File: config.mk
export PLATFORM = sky130hd
export DESIGN_NAME = color_bar_test_pattern_flat
export DESIGN_NICKNAME = d
export VERILOG_FILES = /design/src/design/cbt_pkg.sv /design/src/design/cbt_if.sv /design/src/design/cbt_lut.sv /design/src/design/color_bar_test_pattern.sv /design/src/flat_wrapper.sv
export VERILOG_INCLUDE_DIRS = /design/src /design/src/design
export SDC_FILE = /design/constraint.sdc
export NUM_CORES = 1
export LEC_CHECK = 0
export BUFFER_PORTS_ARGS = -buffer_cell sky130_fd_sc_hd__buf_4
export CELL_PAD_IN_SITES_DETAIL_PLACEMENT = 0
export CELL_PAD_IN_SITES_GLOBAL_PLACEMENT = 1
export CORE_ASPECT_RATIO = 0.8
export CORE_UTILIZATION = 45
export CTS_CLUSTER_SIZE = 12
export DETAILED_ROUTE_END_ITERATION = 8
export HOLD_SLACK_MARGIN = 0.05
export MAX_ROUTING_LAYER = met4
export PLACE_DENSITY = 0.85
export SLEW_MARGIN = 30
export SYNTH_ARGS = -nofsm -noshare
export SYNTH_HDL_FRONTEND = slang
export SYNTH_SLANG_ARGS = --single-unit
File: constraint.sdc
create_clock -name i_clk -period 3.45 [get_ports i_clk]
set_input_delay 0.5175 -clock i_clk [delete_from_list [all_inputs] [get_ports i_clk]]
set_output_delay 0.5175 -clock i_clk [all_outputs]
set_load 0.01 [all_outputs]
File: src/design/assert_macros.svh
// Concurrent assertion helpers, compiled out for synthesis
`ifndef ASSERT_MACROS_SVH
`define ASSERT_MACROS_SVH

`ifndef SYNTHESIS

`define CBT_ASSERT(lbl, clk, rstn, prop) \
    lbl: assert property (@(posedge clk) disable iff (!(rstn)) (prop)) \
        else $error("cbt assertion failed");

`define CBT_NEVER(lbl, clk, rstn, cond) \
    lbl: assert property (@(posedge clk) disable iff (!(rstn)) !(cond)) \
        else $error("cbt forbidden condition seen");

`else

`define CBT_ASSERT(lbl, clk, rstn, prop)

`define CBT_NEVER(lbl, clk, rstn, cond)

`endif

`endif

File: src/design/cbt_pkg.sv
`timescale 1ns / 1ps

package cbt_pkg;

    localparam int unsigned COLUMNS = 200;
    localparam int unsigned ROWS    = 120;

    localparam int unsigned LINE_W = 7;
    localparam int unsigned COL_W  = 8;
    localparam int unsigned PIX_W  = 8;
    localparam int unsigned TAB_N  = 1 << COL_W;

    localparam int unsigned LPS  = ROWS / 5;
    localparam int unsigned W_RG = COLUMNS / 7;
    localparam int unsigned W_B  = COLUMNS / 3;
    localparam int unsigned W_GR = COLUMNS / 4;
    localparam int unsigned W_RB = COLUMNS / 5;

    typedef logic [LINE_W-1:0] t_line;
    typedef logic [COL_W-1:0]  t_col;
    typedef logic [PIX_W-1:0]  t_pix;
    typedef t_pix [TAB_N-1:0]  t_pix_tab;

    typedef logic [2:0] t_band;
    localparam t_band BAND_RED     = 3'd0;
    localparam t_band BAND_GREEN   = 3'd1;
    localparam t_band BAND_BLUE    = 3'd2;
    localparam t_band BAND_GREY    = 3'd3;
    localparam t_band BAND_RAINBOW = 3'd4;

    localparam int unsigned KIND_RED   = 0;
    localparam int unsigned KIND_GREEN = 1;
    localparam int unsigned KIND_BLUE  = 2;
    localparam int unsigned KIND_GREY  = 3;

    function automatic int unsigned f_sat(int unsigned v, int unsigned top);
        return (v > top) ? top : v;
    endfunction

    function automatic t_pix f_pack(int unsigned r, int unsigned g, int unsigned b);
        return t_pix'(((r & 7) << 5) | ((g & 7) << 2) | (b & 3));
    endfunction

    // Descending ramp, one entry per column; counters stand in for p / w
    function automatic t_pix_tab f_ramp_tab(int unsigned w, int unsigned steps,
                                            int unsigned top, int unsigned kind);
        t_pix_tab    tab;
        int unsigned plen;
        int unsigned endcol;
        int unsigned k;
        int unsigned r;
        int unsigned lvl;
        tab    = '0;
        plen   = steps * w;
        endcol = (plen + 1 > COLUMNS) ? plen + 1 : COLUMNS;
        k      = 0;
        r      = 0;
        for (int unsigned c = 0; c < TAB_N; c++) begin
            if (c == 0 || c >= endcol || plen == 0) begin
                tab[c] = '0;
            end else begin
                lvl = (k > top) ? 0 : top - k;
                case (kind)
                    KIND_RED:   tab[c] = f_pack(lvl, 0, 0);
                    KIND_GREEN: tab[c] = f_pack(0, lvl, 0);
                    KIND_BLUE:  tab[c] = f_pack(0, 0, lvl);
                    default:    tab[c] = t_pix'(lvl * 'h49);
                endcase
                if (c < plen) begin
                    r = r + 1;
                    if (r == w) begin
                        r = 0;
                        k = k + 1;
                    end
                end
            end
        end
        return tab;
    endfunction

    // Rainbow sweep of five sections of cps columns each
    function automatic t_pix_tab f_rainbow_tab(int unsigned cps);
        t_pix_tab    tab;
        int unsigned qc [TAB_N];
        int unsigned qb [TAB_N];
        int unsigned crg;
        int unsigned cb;
        int unsigned plen;
        int unsigned endcol;
        int unsigned s;
        int unsigned o;
        int unsigned inv;
        int unsigned gmax;
        int unsigned bmax;
        int unsigned q1;
        int unsigned r1;
        int unsigned q2;
        int unsigned r2;
        tab = '0;
        crg = cps >> 3;
        cb  = cps >> 2;
        if (crg == 0) crg = 1;
        if (cb == 0) cb = 1;
        q1 = 0;
        r1 = 0;
        q2 = 0;
        r2 = 0;
        for (int unsigned i = 0; i < TAB_N; i++) begin
            qc[i] = q1;
            qb[i] = q2;
            r1 = r1 + 1;
            if (r1 == crg) begin
                r1 = 0;
                q1 = q1 + 1;
            end
            r2 = r2 + 1;
            if (r2 == cb) begin
                r2 = 0;
                q2 = q2 + 1;
            end
        end
        gmax   = f_sat(qc[cps - 1], 7);
        bmax   = f_sat(qb[cps - 1], 3);
        plen   = 5 * cps;
        endcol = (plen + 1 > COLUMNS) ? plen + 1 : COLUMNS;
        s      = 0;
        o      = 0;
        for (int unsigned c = 0; c < TAB_N; c++) begin
            if (c == 0 || c >= endcol || plen == 0) begin
                tab[c] = '0;
            end else begin
                inv = cps - 1 - o;
                case (s)
                    0:       tab[c] = f_pack(7, f_sat(qc[o], 7), 0);
                    1:       tab[c] = f_pack(f_sat(qc[inv], 7), gmax, 0);
                    2:       tab[c] = f_pack(0, gmax, f_sat(qb[o], 3));
                    3:       tab[c] = f_pack(0, f_sat(qc[inv], 7), bmax);
                    default: tab[c] = f_pack(f_sat(qc[o], 7), 0, bmax);
                endcase
                if (c < plen) begin
                    o = o + 1;
                    if (o == cps) begin
                        o = 0;
                        s = s + 1;
                    end
                end
            end
        end
        return tab;
    endfunction

    localparam t_pix_tab TAB_RED     = f_ramp_tab(W_RG, 7, 7, KIND_RED);
    localparam t_pix_tab TAB_GREEN   = f_ramp_tab(W_RG, 7, 7, KIND_GREEN);
    localparam t_pix_tab TAB_BLUE    = f_ramp_tab(W_B, 3, 3, KIND_BLUE);
    localparam t_pix_tab TAB_GREY    = f_ramp_tab(W_GR, 4, 3, KIND_GREY);
    localparam t_pix_tab TAB_RAINBOW = f_rainbow_tab(W_RB);

endpackage

File: src/design/cbt_if.sv
`timescale 1ns / 1ps

interface cbt_req_if;
    logic           valid;
    logic           ready;
    cbt_pkg::t_line line;
    cbt_pkg::t_col  column;

    modport source (output valid, output line, output column, input ready);
    modport sink   (input valid, input line, input column, output ready);
endinterface

interface cbt_pix_if;
    logic          valid;
    logic          ready;
    cbt_pkg::t_pix pixel_color;

    modport source (output valid, output pixel_color, input ready);
    modport sink   (input valid, input pixel_color, output ready);
endinterface

File: src/design/cbt_lut.sv
`timescale 1ns / 1ps

module cbt_lut (
    input  cbt_pkg::t_line i_line,
    input  cbt_pkg::t_col  i_column,
    output cbt_pkg::t_pix  o_pixel_color
);
    import cbt_pkg::*;

    t_band band;

    always_comb begin
        if (32'(i_line) < LPS) begin
            band = BAND_RED;
        end else if (32'(i_line) < 2 * LPS) begin
            band = BAND_GREEN;
        end else if (32'(i_line) < 3 * LPS) begin
            band = BAND_BLUE;
        end else if (32'(i_line) < 4 * LPS) begin
            band = BAND_GREY;
        end else begin
            band = BAND_RAINBOW;
        end
    end

    always_comb begin
        unique case (band)
            BAND_RED:   o_pixel_color = TAB_RED[i_column];
            BAND_GREEN: o_pixel_color = TAB_GREEN[i_column];
            BAND_BLUE:  o_pixel_color = TAB_BLUE[i_column];
            BAND_GREY:  o_pixel_color = TAB_GREY[i_column];
            default:    o_pixel_color = TAB_RAINBOW[i_column];
        endcase
    end

endmodule

File: src/design/color_bar_test_pattern.sv
`timescale 1ns / 1ps
`include "assert_macros.svh"

// Colour bar test pattern: give a line and a column, get one RGB332 pixel.
// One beat is accepted every clock and one pixel leaves every clock while the
// output is not held back. A request that is taken sits in the input register
// until the result register is free, which then loads its colour, and the
// pixel is offered from the result register. The five bands (red, green, blue,
// grey ramps and a rainbow sweep) are constant tables of one entry per column,
// so the only logic per pixel is the band compare and a table read.
// Back-pressure on the output stalls both stages in place.

module color_bar_test_pattern (
    input  logic       i_clk,
    input  logic       i_rst_n,
    cbt_req_if.sink    i_req,
    cbt_pix_if.source  o_pix
);
    import cbt_pkg::*;

    logic  r_s1_valid;
    logic  n_s1_valid;
    t_line r_line;
    t_col  r_column;
    logic  r_s2_valid;
    logic  n_s2_valid;
    t_pix  r_pixel;
    t_pix  lut_pixel;
    logic  s1_ready;
    logic  s2_ready;

    cbt_lut u_lut (
        .i_line        (r_line),
        .i_column      (r_column),
        .o_pixel_color (lut_pixel)
    );

    assign s2_ready    = !r_s2_valid || o_pix.ready;
    assign s1_ready    = !r_s1_valid || s2_ready;
    assign i_req.ready = s1_ready;

    assign n_s1_valid = s1_ready ? i_req.valid : r_s1_valid;
    assign n_s2_valid = s2_ready ? r_s1_valid : r_s2_valid;

    always_ff @(posedge i_clk) begin
        if (!i_rst_n) begin
            r_s1_valid <= 1'b0;
            r_s2_valid <= 1'b0;
        end else begin
            r_s1_valid <= n_s1_valid;
            r_s2_valid <= n_s2_valid;
        end
    end

    always_ff @(posedge i_clk) begin
        if (s1_ready) begin
            r_line   <= i_req.line;
            r_column <= i_req.column;
        end
        if (s2_ready) begin
            r_pixel <= lut_pixel;
        end
    end

    assign o_pix.valid       = r_s2_valid;
    assign o_pix.pixel_color = r_pixel;

    `CBT_ASSERT(a_advance, i_clk, i_rst_n, (r_s1_valid && s2_ready) |=> r_s2_valid)
    `CBT_ASSERT(a_hold_result, i_clk, i_rst_n, (r_s2_valid && !o_pix.ready) |=> r_s2_valid)
    `CBT_NEVER(a_no_overrun, i_clk, i_rst_n, r_s1_valid && !s2_ready && i_req.ready)
    `CBT_ASSERT(a_black_lead, i_clk, i_rst_n,
        (r_s1_valid && s2_ready && r_column == '0) |=> (r_pixel == '0))

endmodule

File: src/flat_wrapper.sv
// flat-port wrapper written by rule: the top's interface ports become plain ports
module color_bar_test_pattern_flat import cbt_pkg::*;
  (i_clk, i_rst_n, i_req_valid, i_req_line, i_req_column, i_req_ready, o_pix_valid, o_pix_pixel_color, o_pix_ready);
  cbt_req_if i_req_i ();
  cbt_pix_if o_pix_i ();
  input  logic i_clk;
  input  logic i_rst_n;
  input wire logic [$bits(i_req_i.valid)-1:0] i_req_valid;
  input wire logic [$bits(i_req_i.line)-1:0] i_req_line;
  input wire logic [$bits(i_req_i.column)-1:0] i_req_column;
  output wire logic [$bits(i_req_i.ready)-1:0] i_req_ready;
  output wire logic [$bits(o_pix_i.valid)-1:0] o_pix_valid;
  output wire logic [$bits(o_pix_i.pixel_color)-1:0] o_pix_pixel_color;
  input wire logic [$bits(o_pix_i.ready)-1:0] o_pix_ready;
  assign i_req_i.valid = i_req_valid;
  assign i_req_i.line = i_req_line;
  assign i_req_i.column = i_req_column;
  assign i_req_ready = i_req_i.ready;
  assign o_pix_valid = o_pix_i.valid;
  assign o_pix_pixel_color = o_pix_i.pixel_color;
  assign o_pix_i.ready = o_pix_ready;
  color_bar_test_pattern u_core (.i_clk(i_clk), .i_rst_n(i_rst_n), .i_req(i_req_i), .o_pix(o_pix_i));
endmodule
### Yosys cells after proc, flatten, opt, wreduce, memory -nomap -nowiden

Memory sizes are Yosys's and may differ from the RTL's. A register that Yosys moved wholly into a read port is not among the register bits.
Index checks and enable logic that the tools add are counted.

| operators by class | value |
|---|---|
| $lt $le $gt $ge | 5 |
| equality and inequality tests | 3 |
| multiplexer cells | 15 |
| reduce and logical (&&, ||, !) cells | 5 |

Operators with widths:

| cell | count |
|---|---|
| $mux W8 | 10 |
| $pmux W8 S4 | 1 |
| $lt A7 B7 Y1 const B | 2 |
| $mux W3 | 4 |
| $lt A8 B9 Y1 const B | 1 |
| $lt A7 B5 Y1 const B | 1 |
| $lt A7 B6 Y1 const B | 1 |
| $eq A3 B2 Y1 const B | 2 |
| $eq A3 B1 Y1 const B | 1 |
| $logic_not A3 Y1 | 1 |
| $logic_not A1 Y1 | 2 |
| $logic_or A1 B1 Y1 | 2 |

| storage, ports and cells | value |
|---|---|
| flip-flop bits (word level) | 25 |
| memory bits (read-only) | 10240 |
| input port bits | 19 |
| output and inout port bits | 10 |
| word-level logic and storage cells | 38 |
| memories | 5 |

Memories:

| name | depth | width | rd ports | clocked after memory_dff | write ports | RTL line | source |
|---|---|---|---|---|---|---|---|
| (name not given) | 256 | 8 | 1 | 1 | 0 | cbt_lut.sv:32 | `default: o_pixel_color = TAB_RAINBOW[i_column];` |
| (name not given) | 256 | 8 | 1 | 1 | 0 | cbt_lut.sv:31 | `BAND_GREY: o_pixel_color = TAB_GREY[i_column];` |
| (name not given) | 256 | 8 | 1 | 1 | 0 | cbt_lut.sv:30 | `BAND_BLUE: o_pixel_color = TAB_BLUE[i_column];` |
| (name not given) | 256 | 8 | 1 | 1 | 0 | cbt_lut.sv:29 | `BAND_GREEN: o_pixel_color = TAB_GREEN[i_column];` |
| (name not given) | 256 | 8 | 1 | 1 | 0 | cbt_lut.sv:28 | `BAND_RED: o_pixel_color = TAB_RED[i_column];` |

### Logic depth before layout (Yosys ltp)

Gate-level depths: netlist (run 1).

| logic depth | value |
|---|---|
| depth in word-level cells | 7 |
| gate-level depth with buffers | 8 |
| mapped depth without buffers | 6 |

### Hierarchy

A second synthesis (run 1) with hierarchy kept.

| unflattened totals | value |
|---|---|
| cells, all modules | 186 |
| area, all modules | 1654.1 µm² |

Modules (own cells, without submodules):

| module | instances | cells an instance | area each (µm²) | sequential area each (µm²) |
|---|---|---|---|---|
| cbt_lut | 1 | 154 | 878.3 | 0.0 |
| color_bar_test_pattern | 1 | 32 | 775.7 | 730.7 |

### Least setup slack after synthesis (run 1)

Ideal clock, no wire load.

| timing path | value |
|---|---|
| path type | input-to-reg |
| from | in i_req_column[0] |
| to | reg (tool-made name) |
| library setup time | 119 ps |
| arrival time | 1910 ps |
| data required time | 3331 ps |
| slack | 1420 ps |
| cell stages on the path | 6 |
| buffers on the path | 1 |
| path through | buf_6 > or4_4 > mux2_4 > or3_1 > a21oi_1 > a21oi_1 |

RTL lines:

| what | RTL line | source |
|---|---|---|
| from (decl) | flat_wrapper.sv:10 | `input wire logic [$bits(i_req_i.column)-1:0] i_req_column;` |

==> summary.txt, run 1 <==
Status
  – Status: complete, no violations

Cells and area
  – Fin cells: 340
  – Area growth, synth to finish: 12.23%
  – Layout cells sized above 1: 21.22%
  – # diodes: 0
  – Layout net count: 296
  – Final Core Density: 53.06%
  – Final instance area: 2688 sq um

Global route
  – GRT met1 Usage: 34.12%
  – Largest net degree at the start of global routing: 20
  – Met3 usage: 5.134%
  – M2 GR Usage: 33.54%
  – Gr usage total: between 20% and 30%
  – Grt peak-use layer: met1
  – Vias in the first global route: ~1900
  – First-pass GRT wire length: about 10000 microns
  – Initial antenna violation count: 0
  – Overflow after GRT: 0

Detailed routing
  – Wire per inst: 17.64 microns
  – Drt initial violations: 249
  – Total Wirelength: 5997 microns
  – DRC: 0
  – Post-route ant nets: 0
  – TritonRoute pass-1 iters: 5
  – Vias per inst: 6.279
  – Via Count: 2135

Pwr
  – Static Leak: a little over 1 nW
  – Power Dens Cells: 395.4 nW/um^2
  – Final Power: 1.063 mW
  – Maximum VDD drop: 0.2475 mV

Critical path
  – Startpoint type of the worst setup path: input pin
  – Flop2flop setup slack: 1100 ps
  – Crit Path Category: in -> reg
  – Worst reg2reg startpoint: u_core.o_pix.valid$_SDFFE_PN0P_
  – Largest stage delay on the critical path: 500 ps
  – Worst-path fanout max: 11
  – Req. time, crit path: 3610 ps
  – Reg2reg path depth: 6
  – Arrival time at the worst endpoint: 2540 ps
  – Critical Path End Type: flop
  – Critical-path cell list: buf_4, and3b_1, buf_4, mux2i_1, nand3_1, o21ai_0, o31ai_1
  – Slowest-stage cell, CP: mux2i_1
  – Cell mode on critical path: buf_4

Place
  – Port bufs: 25
  – RePlAce Congestion: about 0.9
  – Hpwl dp: 4363 microns
  – Pre-CTS setup slack: about 810 ps
  – Placed Cells: 332
  – Placed cell areas: 2591 sq um

Synth
  – Number of synthesis warnings: 0
  – Area contributors post-synth: edfxtp_1 (25%), dfxtp_1 (14%), a21oi_1 (5.4%)
  – Syn Nets: 278
  – Post-synth top area cell: edfxtp_1
  – Number of synthesized flops with an enable pin: 20
  – Top-area cell type share of the netlist area: approximately a quarter
  – Mapped Cells: around 260
  – Distinct cells, synth: 55
  – Synth cell count leaders: a21oi_1 (26), edfxtp_1 (20), nand2_1 (19), nor2_1 (19), dfxtp_1 (17)
  – Ys async rst share: 0%
  – Seq/Total Area, Yosys: 39.29%
  – Avg Cell Area, Syn: 9.246 sq um
  – Number of synthesized register bits: 37
  – Top-count cell post-synth: a21oi_1
  – Post-Syn Area: 2395 sq um
  – Primary FF master, synth: edfxtp_1

Floorplan
  – FP Rows: 23
  – Number of I/O pins: 29
  – Die span in y: roughly 67 microns
  – Core Box Area: a little over 5000 sq um
  – Initial Utilization: 47.28%
  – Die width: roughly 84 microns
  – DIE AREA: 5619 sq um

Hold path
  – Worst Hold Launch: i_req_line[5]
  – Hold path depth: 1
  – HP Class: in -> reg
  – Hold EP: u_core.r_line[5]$_DFFE_PN_

Clock tree
  – Bufs on Longest Clock Path: 2
  – Total clock sinks: 37
  – Clock Tree Root: clkbuf_8
  – CTS tree: built
  – CTS buffer count: 5
  – Post-CTS setup buffers: 0
  – Worst-skew pair later-pin latency: 290 ps
  – Post-cts resize count: 0
  – Worst-path clk slew: 80 ps
  – Post-cts hold buffer count: 0
  – CTS H-tree depth: 2

STA
  – Final Cycle Share: 68.90%
  – # setup viols final: 0
  – Crit path time final: around 2400 ps
  – Worst Skew: roughly 6.2 ps
  – Worst-Margin Slew: about 640 ps
  – RSZ-0062 raised after global routing: false
  – Max Clk Rate: roughly 420 MHz
  – Setup ws final: 1073 ps
  – Final Hold Viols: 0
  – Final setup TNS: 0 ps
  – Pins Over Slew Limit: 0
  – Worst hold margin: slightly below 400 ps
  – Max transition margin: between 50% and 60%

Run
  – Number of max-cap violations: 0
-- critical path: cells and delay by family --
family	cells	cell delay, ps
simple gates	2	630
compound gates	2	500
buf+inv	2	390
mux	1	500
-- logic make-up (layout without fill, tap and decap cells) --
| kind of cell | count (synthesis) | count (layout) | synth area share, % |
|---|---|---|---|
| muxes | 25 | 25 | 11.96 |
| AOI/OAI and AO/OA | 88 | 88 | 24.98 |
| DFF | 37 | 37 | 39.29 |
| buffers and inverters | 24 | 43 | 5.381 |
| and+or+nand+nor | 85 | 85 | 18.39 |
-- how the worst max path moves through the flow --
stage | startpoint | endpoint | slack, ps | cells after the start
final | o_pix_ready | flop | 1070 | 7
after global routing | u_core.o_pix.valid$_SDFFE_PN0P_ | flop | 920 | 6
after CTS | o_pix_ready | flop | 1110 | 7
after detailed placement | o_pix_ready | flop | 810 | 7
after global placement | o_pix_ready | flop | 810 | 7
after floorplan | i_req_column[0] | flop | 1420 | 6
-- cell type report --
| cell class | count | area, sq um |
|---|---|---|
| Tap cell | 62 | 77.57 |
| Clock buffer | 6 | 82.58 |
| Clock inverter | 2 | 13.76 |
| Multi-Input combinational cell | 198 | 1325 |
| Fill cell | 457 | 2377 |
| Inverter | 4 | 15.01 |
| Sequential cell | 37 | 940.9 |
| Timing Repair Buffer | 31 | 232.7 |
-- power by group --
part	switching (mW)	leakage [nW]	internal (mW)
sequential	0.0302	0.359	0.507
combinational	0.111	0.604	0.0885
clock	0.165	0.0512	0.162
total	0.305	1.01	0.757
-- metal layers --
metal / wire length (microns) / share of wire, %
met1: 2930 / 49
met2: 2442 / 41
met3: 542 / 9.0
met4: 80 / 1.3
met5: 0 / 0
-- placed cells by master, fill, tap and decap left out, drive strengths merged, types with 2 or more instances in the layout --
cell / instances
buf: 31
a21oi: 26
edfxtp: 20
nor2: 19
nand2: 19
dfxtp: 17
mux2i: 15
o21ai: 14
nand3: 10
mux2: 10
nor3: 8
nand2b: 7
nor2b: 6
a31oi: 6
clkbuf: 6
o211ai: 5
a211oi: 5
o31ai: 4
inv: 4
o21a: 3
nor3b: 3
o311ai: 3
a32o: 3
o221ai: 3
or4: 2
o2111ai: 2
a32oi: 2
nand4: 2
or3: 2
o32ai: 2
and2: 2
a21boi: 2
clkinv: 2
Power figures use the tool's default switching activity.
==> inputs of run 2 (changes only) <==
- ABC_AREA: not set -> 1
- CORE_UTILIZATION: 45 -> 41
- PLACE_DENSITY: 0.85 -> 0.83
- clock period: 3.45 -> 2.45 ns (I/O delays scaled with it)
==> run 2 against run 1 <==
  * Clock skew shrank 2.4 ps
  * Design area shrank 9.5%
  * Worst hold slack lost 140 ps
  * Sequential share of layout area grew 3.7 points
  * Sequential power grew 38%
  * Sequential cell count is the same
  * Core utilization shrank 1.1 points
  * Highest routed layer unchanged
==> summary.txt, run 2 <==
STA
  – Worst hold margin: 255.7 ps (-141.4 ps)
  – Max transition margin: 76.86% (+21 points)
  – # setup viols final: 0 (unchanged)
  – Setup ws final: 386.1 ps (-686.8 ps)
  – Final Cycle Share: 84.24%
  – Pins Over Slew Limit: 0 (unchanged)
  – Final setup TNS: 0 ps (unchanged)
  – Final Hold Viols: 0 (unchanged)
  – Worst-Margin Slew: 346.7 ps (-296.6 ps)
  – RSZ-0062 raised after global routing: false
  – Max Clk Rate: 484.5 MHz
  – Crit path time final: 2064 ps
  – Worst Skew: 3.746 ps (-2.446 ps)

Synth
  – Number of synthesized flops with an enable pin: 20 (unchanged)
  – Mapped Cells: 271 (+4.6%)
  – Post-Syn Area: 2042 sq um (-15%)
  – Distinct cells, synth: 23 (-58%)
  – Number of synthesis warnings: 0 (unchanged)
  – Top-count cell post-synth: nand2_1
  – Post-synth top area cell: edfxtp_1
  – Top-area cell type share of the netlist area: 29.41% (+4.3 points)
  – Area contributors post-synth: edfxtp_1 (29%), dfxtp_1 (17%), nand2_1 (16%)
  – Primary FF master, synth: edfxtp_1
  – Number of synthesized register bits: 37 (unchanged)
  – Avg Cell Area, Syn: 7.535 sq um (-19%)
  – Synth cell count leaders: nand2_1 (86), nand3_1 (41), inv_1 (37)
  – Syn Nets: 290 (+4.3%)
  – Ys async rst share: 0% (unchanged)
  – Seq/Total Area, Yosys: 46.08% (+6.8 points)

Cells and area
  – Fin cells: 372 (+9.4%)
  – Area of the multi-input gates: 915.9 sq um (-31%)
  – # diodes: 0 (unchanged)
  – Area growth, synth to finish: 19.18%
  – Commonest cells after routing, fill and taps aside: nand2_1 (86), nand3_1 (41), inv_1 (37)
  – Layout cells sized above 1: 18.91% (-2.3 points)
  – Sequential Area: 940.9 sq um (unchanged)
  – Layout net count: 330 (+11%)
  – Commonest non-fill, non-tap cell in the layout: nand2_1
  – Final instance area: 2434 sq um (-9.5%)
  – FILL cells: 491 (+7.4%)

Floorplan
  – Number of I/O pins: 29 (unchanged)
  – FP Rows: 22 (-4.3%)
  – DIE AREA: 5268 sq um (-6.2%)
  – Initial Utilization: 43.64% (-3.6 points)
  – Die width: 80.90 microns (-3.2%)
  – Die span in y: 65.12 microns (-3.2%)
  – Core Box Area: 4679 sq um (-7.6%)

Hold path
  – Hold path depth: 1 (unchanged)
  – Hold EP: u_core.r_line[5]$_DFFE_PN_
  – Worst Hold Launch: i_req_line[5]
  – HP Class: in -> reg

Detailed routing
  – Via Count: 1870 (-12%)
  – Vias per inst: 5.027 (-20%)
  – Drt initial violations: 96 (-61%)
  – Total Wirelength: 4683 microns (-22%)
  – Wire per inst: 12.59 microns (-29%)
  – DRC: 0 (unchanged)
  – Post-route ant nets: 0 (unchanged)
  – TritonRoute pass-1 iters: 5 (unchanged)

Pwr
  – Static Leak: 1.216 nW (+20%)
  – Clock power frac: 28.5% (-2.2 points)
  – Maximum VDD drop: 0.3477 mV (+40%)
  – Combinational power share: 19.6% (+0.8 points)
  – Switch share: 28.35% (-0.40 points)
  – Switching power: 0.4051 mW (+33%)
  – Power Dens Cells: 587.2 nW/um^2 (+49%)
  – Pint: 1.024 mW (+35%)
  – Sequential fraction of design power: 51.9% (+1.4 points)

Place
  – Port bufs: 25 (unchanged)
  – RePlAce Congestion: 0.9091 (+1.4%)
  – Hpwl dp: 3758 microns (-14%)
  – Placed cell areas: 2349 sq um (-9.4%)
  – Placed Cells: 364 (+9.6%)
  – Pre-CTS setup slack: 253.0 ps (-561.2 ps)

Critical path
  – Critical Path End Type: flop
  – Arrival time at the worst endpoint: 2230 ps (-310 ps)
  – Crit Path Category: reg -> reg
  – Flop2flop setup slack: 390 ps (-710 ps)
  – Worst reg2reg startpoint: u_core.o_pix.valid$_SDFFE_PN0P_
  – Startpoint type of the worst setup path: flop
  – Req. time, crit path: 2620 ps (-990 ps)
  – Reg2reg path depth: 7 (+1)
  – Worst-path fanout max: 20 (+9)

Global route
  – Initial antenna violation count: 0 (unchanged)
  – Largest net degree at the start of global routing: 21 (+5.0%)
  – First-pass GRT wire length: 8079 microns (-19%)
  – Overflow after GRT: 0 (unchanged)
  – Gr usage total: 21.05% (-2.5 points)
  – Vias in the first global route: 1731 (-9.7%)

Clock tree
  – CTS H-tree depth: 2 (unchanged)
  – CTS tree: built
  – Total clock sinks: 37 (unchanged)
  – Worst-skew pair later-pin latency: 290 ps (about the same)
  – CTS buffer count: 5 (unchanged)
  – Clock Tree Root: clkbuf_8
  – Post-CTS setup buffers: 0 (unchanged)
  – Bufs on Longest Clock Path: 2 (unchanged)
  – Post-cts resize count: 0 (unchanged)
  – Post-cts hold buffer count: 0 (unchanged)
  – Worst-path clk slew: 70 ps (about the same)

Run
  – Number of max-cap violations: 0 (unchanged)

Status
  – Status: complete, no violations
[run 2: layer usage]
layer | track usage, % | share of wire [%] | up-vias
met1 | 28.23 | 50 | 834
li1 | - | - | 971
met4 | 7.143 | 1.4 | 0
met5 | - | 0 | -
met3 | 3.750 | 5.9 | 8
met2 | 32.04 | 43 | 57
[run 2: critical path, stage by stage, from the launching register on]
cell,delay (ps)
dfxtp_1,470
nand3_4,290
nand2_1,220
inv_1,70
nor2_2,280
nand2_1,230
a31oi_1,270
nand2_1,100
[run 2: worst max-delay path by stage]
stage                                          startpoint    to  slack, ps  cells past startpoint
after CTS                 u_core.o_pix.valid$_SDFFE_PN0P_  flop        380                      7
after global routing      u_core.o_pix.valid$_SDFFE_PN0P_  flop        170                      7
final                     u_core.o_pix.valid$_SDFFE_PN0P_  flop        390                      7
after floorplan           u_core.o_pix.valid$_SDFFE_PN0P_  flop        710                     10
after detailed placement                      o_pix_ready  flop        250                      9
after global placement                        o_pix_ready  flop        240                      9
[run 2: cell families (layout without fill, tap and decap cells)]
logic type / count (synthesis) / count (layout) / synth area share [%]
simple gates: 159 / 159 / 34.37
buf+inv: 42 / 83 / 9.069
flops: 37 / 37 / 46.08
compound gates: 33 / 33 / 10.48
[run 2: power groups by stage]
stage | registers (mW) | clock network, mW | logic, mW
after floorplan | 0.761 | 0 | 0.165
after detailed placement | 0.756 | 0 | 0.278
after global placement | 0.753 | 0 | 0.278
final | 0.741 | 0.408 | 0.280
after CTS | 0.742 | 0.424 | 0.278
after global routing | 0.748 | 0.452 | 0.317
[run 2: per-stage QoR]
| step | util (%) | power, mW |
|---|---|---|
| 2_1_floorplan | - | 0.9257 |
| 3_3_place_gp | 50.19 | 1.032 |
| 3_5_place_dp | 50.19 | 1.033 |
| 4_1_cts | 52.01 | 1.444 |
| 5_1_grt | 52.01 | 1.517 |
| 6_report | 52.01 | 1.429 |
[run 2: cell type report]
type / count / area share, %
flip-flops and latches: 37 / 38.66
clock inverters: 3 / 0.6684
inverters: 39 / 6.015
clock buffers: 5 / 2.828
multi-input cells: 192 / 37.64
well taps: 60 / 3.085
repair buffers: 36 / 11.11
==> inputs of run 3 (changes only) <==
- clock period: 2.45 -> 2.07 ns (I/O delays scaled with it)
==> run 3 against run 2 <==
  * Sequential share of layout area shrank 1.3 points
  * Highest routed layer unchanged
  * Fmax grew 7.2%
  * Non-clock buffer count grew 6
  * Global-route usage is essentially flat
  * Clock power grew 44%
==> summary.txt, run 3 (synthesized netlist as in run 2, its figures left out) <==
Cells and area
  – Commonest non-fill, non-tap cell in the layout: nand2_1
  – Final instance area: 2524 sq um (+3.7%)
  – Area of the multi-input gates: 935.9 sq um (+2.2%)
  – Sequential Area: 942.2 sq um (+0.13%)
  – FILL cells: 460 (-6.3%)
  – # diodes: 0 (unchanged)
  – Layout cells sized above 1: 21.32% (+2.4 points)
  – Layout net count: 337 (+2.1%)
  – Area growth, synth to finish: 23.59%
  – Fin cells: 379 (+1.9%)
  – Commonest cells after routing, fill and taps aside: nand2_1 (85), buf_4 (42), nand3_1 (41)

Detailed routing
  – Wire per inst: 12.92 microns (+2.6%)
  – Post-route ant nets: 0 (unchanged)
  – Metal3 WL: 289 microns (+5.5%)
  – Via Count: 1876 (+0.32%)
  – Drt initial violations: 105 (+9.4%)
  – Met1 WL: 2416 microns (+2.8%)
  – Vias per inst: 4.950 (-1.5%)
  – Wire length on met2: 2122 microns (+6.5%)
  – Total Wirelength: 4897 microns (+4.6%)
  – Top layer in use: met4
  – TritonRoute pass-1 iters: 4 (-1)
  – DRC: 0 (unchanged)

Place
  – Hpwl dp: 3708 microns (-1.3%)
  – Port bufs: 25 (unchanged)
  – Placed Cells: 370 (+1.6%)
  – Placed cell areas: 2394 sq um (+1.9%)
  – RePlAce Congestion: 0.9293 (+2.2%)
  – Pre-CTS setup slack: 28.26 ps (-224.8 ps)

Critical path
  – Crit Path Category: reg -> reg
  – Startpoint type of the worst setup path: flop
  – Critical Path End Type: flop
  – Req. time, crit path: 2240 ps (-380 ps)
  – Arrival time at the worst endpoint: 2090 ps (-140 ps)
  – Worst-path fanout max: 11 (-45%)

Pwr
  – Switching power: 0.5092 mW (+26%)
  – Static Leak: 1.256 nW (+3.3%)
  – Power Dens Cells: 717.3 nW/um^2 (+22%)
  – Maximum VDD drop: 0.4773 mV (+37%)
  – Sequential fraction of design power: 48.5% (-3.4 points)
  – Pint: 1.301 mW (+27%)
  – Final Power: 1.810 mW (+27%)
  – Combinational power share: 19.1% (-0.5 points)
  – Switch share: 28.13% (-0.22 points)
  – Clock power frac: 32.4% (+3.9 points)

Clock tree
  – Total clock sinks: 37 (unchanged)
  – CTS H-tree depth: 2 (unchanged)
  – Worst-skew pair later-pin latency: 290 ps (about the same)
  – CTS tree: built
  – Worst-path clk slew: 90 ps (+20 ps)
  – Post-cts hold buffer count: 0 (unchanged)
  – CTS buffer count: 5 (unchanged)
  – Clock Tree Root: clkbuf_8
  – Bufs on Longest Clock Path: 2 (unchanged)

Floorplan
  – Die width: 80.90 microns (unchanged)
  – Core Box Area: 4679 sq um (unchanged)
  – Number of I/O pins: 29 (unchanged)
  – FP Rows: 22 (unchanged)
  – Initial Utilization: 43.64% (unchanged)
  – Die span in y: 65.12 microns (unchanged)
  – DIE AREA: 5268 sq um (unchanged)

STA
  – # setup viols final: 0 (unchanged)
  – Final Hold Viols: 0 (unchanged)
  – Setup ws final: 145.4 ps (-240.7 ps)
  – Pins Over Slew Limit: 0 (unchanged)
  – Final Cycle Share: 92.98% (+8.7 points)
  – Max transition margin: 74.60% (-2.3 points)
  – Final setup TNS: 0 ps (unchanged)
  – Worst-Margin Slew: 381.0 ps (+34.28 ps)
  – Crit path time final: 1925 ps (-139.3 ps)
  – Max Clk Rate: 519.6 MHz (+7.2%)
  – Worst Skew: 13.59 ps (+9.849 ps)

Global route
  – First-pass GRT wire length: 8038 microns (-0.51%)
  – Gr usage total: 21.00% (-0.048 points)
  – Overflow after GRT: 0 (unchanged)
  – Largest net degree at the start of global routing: 23 (+9.5%)
  – Vias in the first global route: 1753 (+1.3%)
  – Initial antenna violation count: 0 (unchanged)

Status
  – Status: complete, no violations

Hold path
  – HP Class: in -> reg

Run
  – Number of max-cap violations: 0 (unchanged)
-- run 3: cell count changes in the layout (fill, tap and decap cells not counted), sizes merged --
cell,delta
buf,+6
clkinv,-1
clkbuf,+1
nand3,+1
-- run 3: power groups by stage --
| stage | clock (mW) | sequential [mW] | combinational (mW) |
|---|---|---|---|
| CTS | 0.600 | 0.876 | 0.342 |
| detailed placement | 0 | 0.893 | 0.341 |
| floorplan | 0 | 0.900 | 0.195 |
| finish | 0.586 | 0.878 | 0.346 |
| global placement | 0 | 0.891 | 0.341 |
| global route | 0.635 | 0.886 | 0.389 |
-- run 3: area by class of cell --
cell class              instances  share of cell area (%)
clock buffers                   6                   3.718
clock inverters                 2                  0.5949
inverters                      39                   5.801
multi-input cells             193                   37.08
flip-flops and latches         37                   37.33
well taps                      60                   2.975
repair buffers                 42                   12.49
-- run 3: final timing paths --
check | startpoint | end | slack [ps] | cells past startpoint
worst max-delay path | u_core.r_s1_valid$_SDFFE_PN0N_ | flop | 150 | 9
worst max register to register | u_core.r_s1_valid$_SDFFE_PN0N_ | flop | 150 | 9
worst min-delay path | i_req_column[3] | u_core.r_column[3]$_DFFE_PN_ | 200 | 1
worst min register to register | flop | u_core.o_pix.pixel_color[4]$_DFFE_PP_ | 520 | 2
-- run 3: what timing repair did --
action                     4_1_cts  5_1_grt
setup endpoints to repair        0        3
buffers inserted                 0        0
gates resized for setup          0        3
-- run 3: critical path: stages (launching register included) --
cell and delay [ps]:
dfxtp_1 480, nand3_4 220, o21ai_2 380, nand2_2 140, inv_1 110, nand2_1 90
nand2_2 120, nor2_2 70, nor2_1 110, nand3_1 80
-- run 3: routing by layer --
metal	global-route usage, %	vias to the layer above
li1	-	984
met1	27.93	824
met2	31.72	60
met3	4.444	8
met4	7.143	0
met5	-	-
-- run 3: stage by stage --
step	hold WS (ps)	utilization, %
global placement	493.2	51.15
detailed placement	494.3	51.15
floorplan	409.4	-
finish	195.0	53.93
CTS	185.5	53.48
global route	178.8	53.93
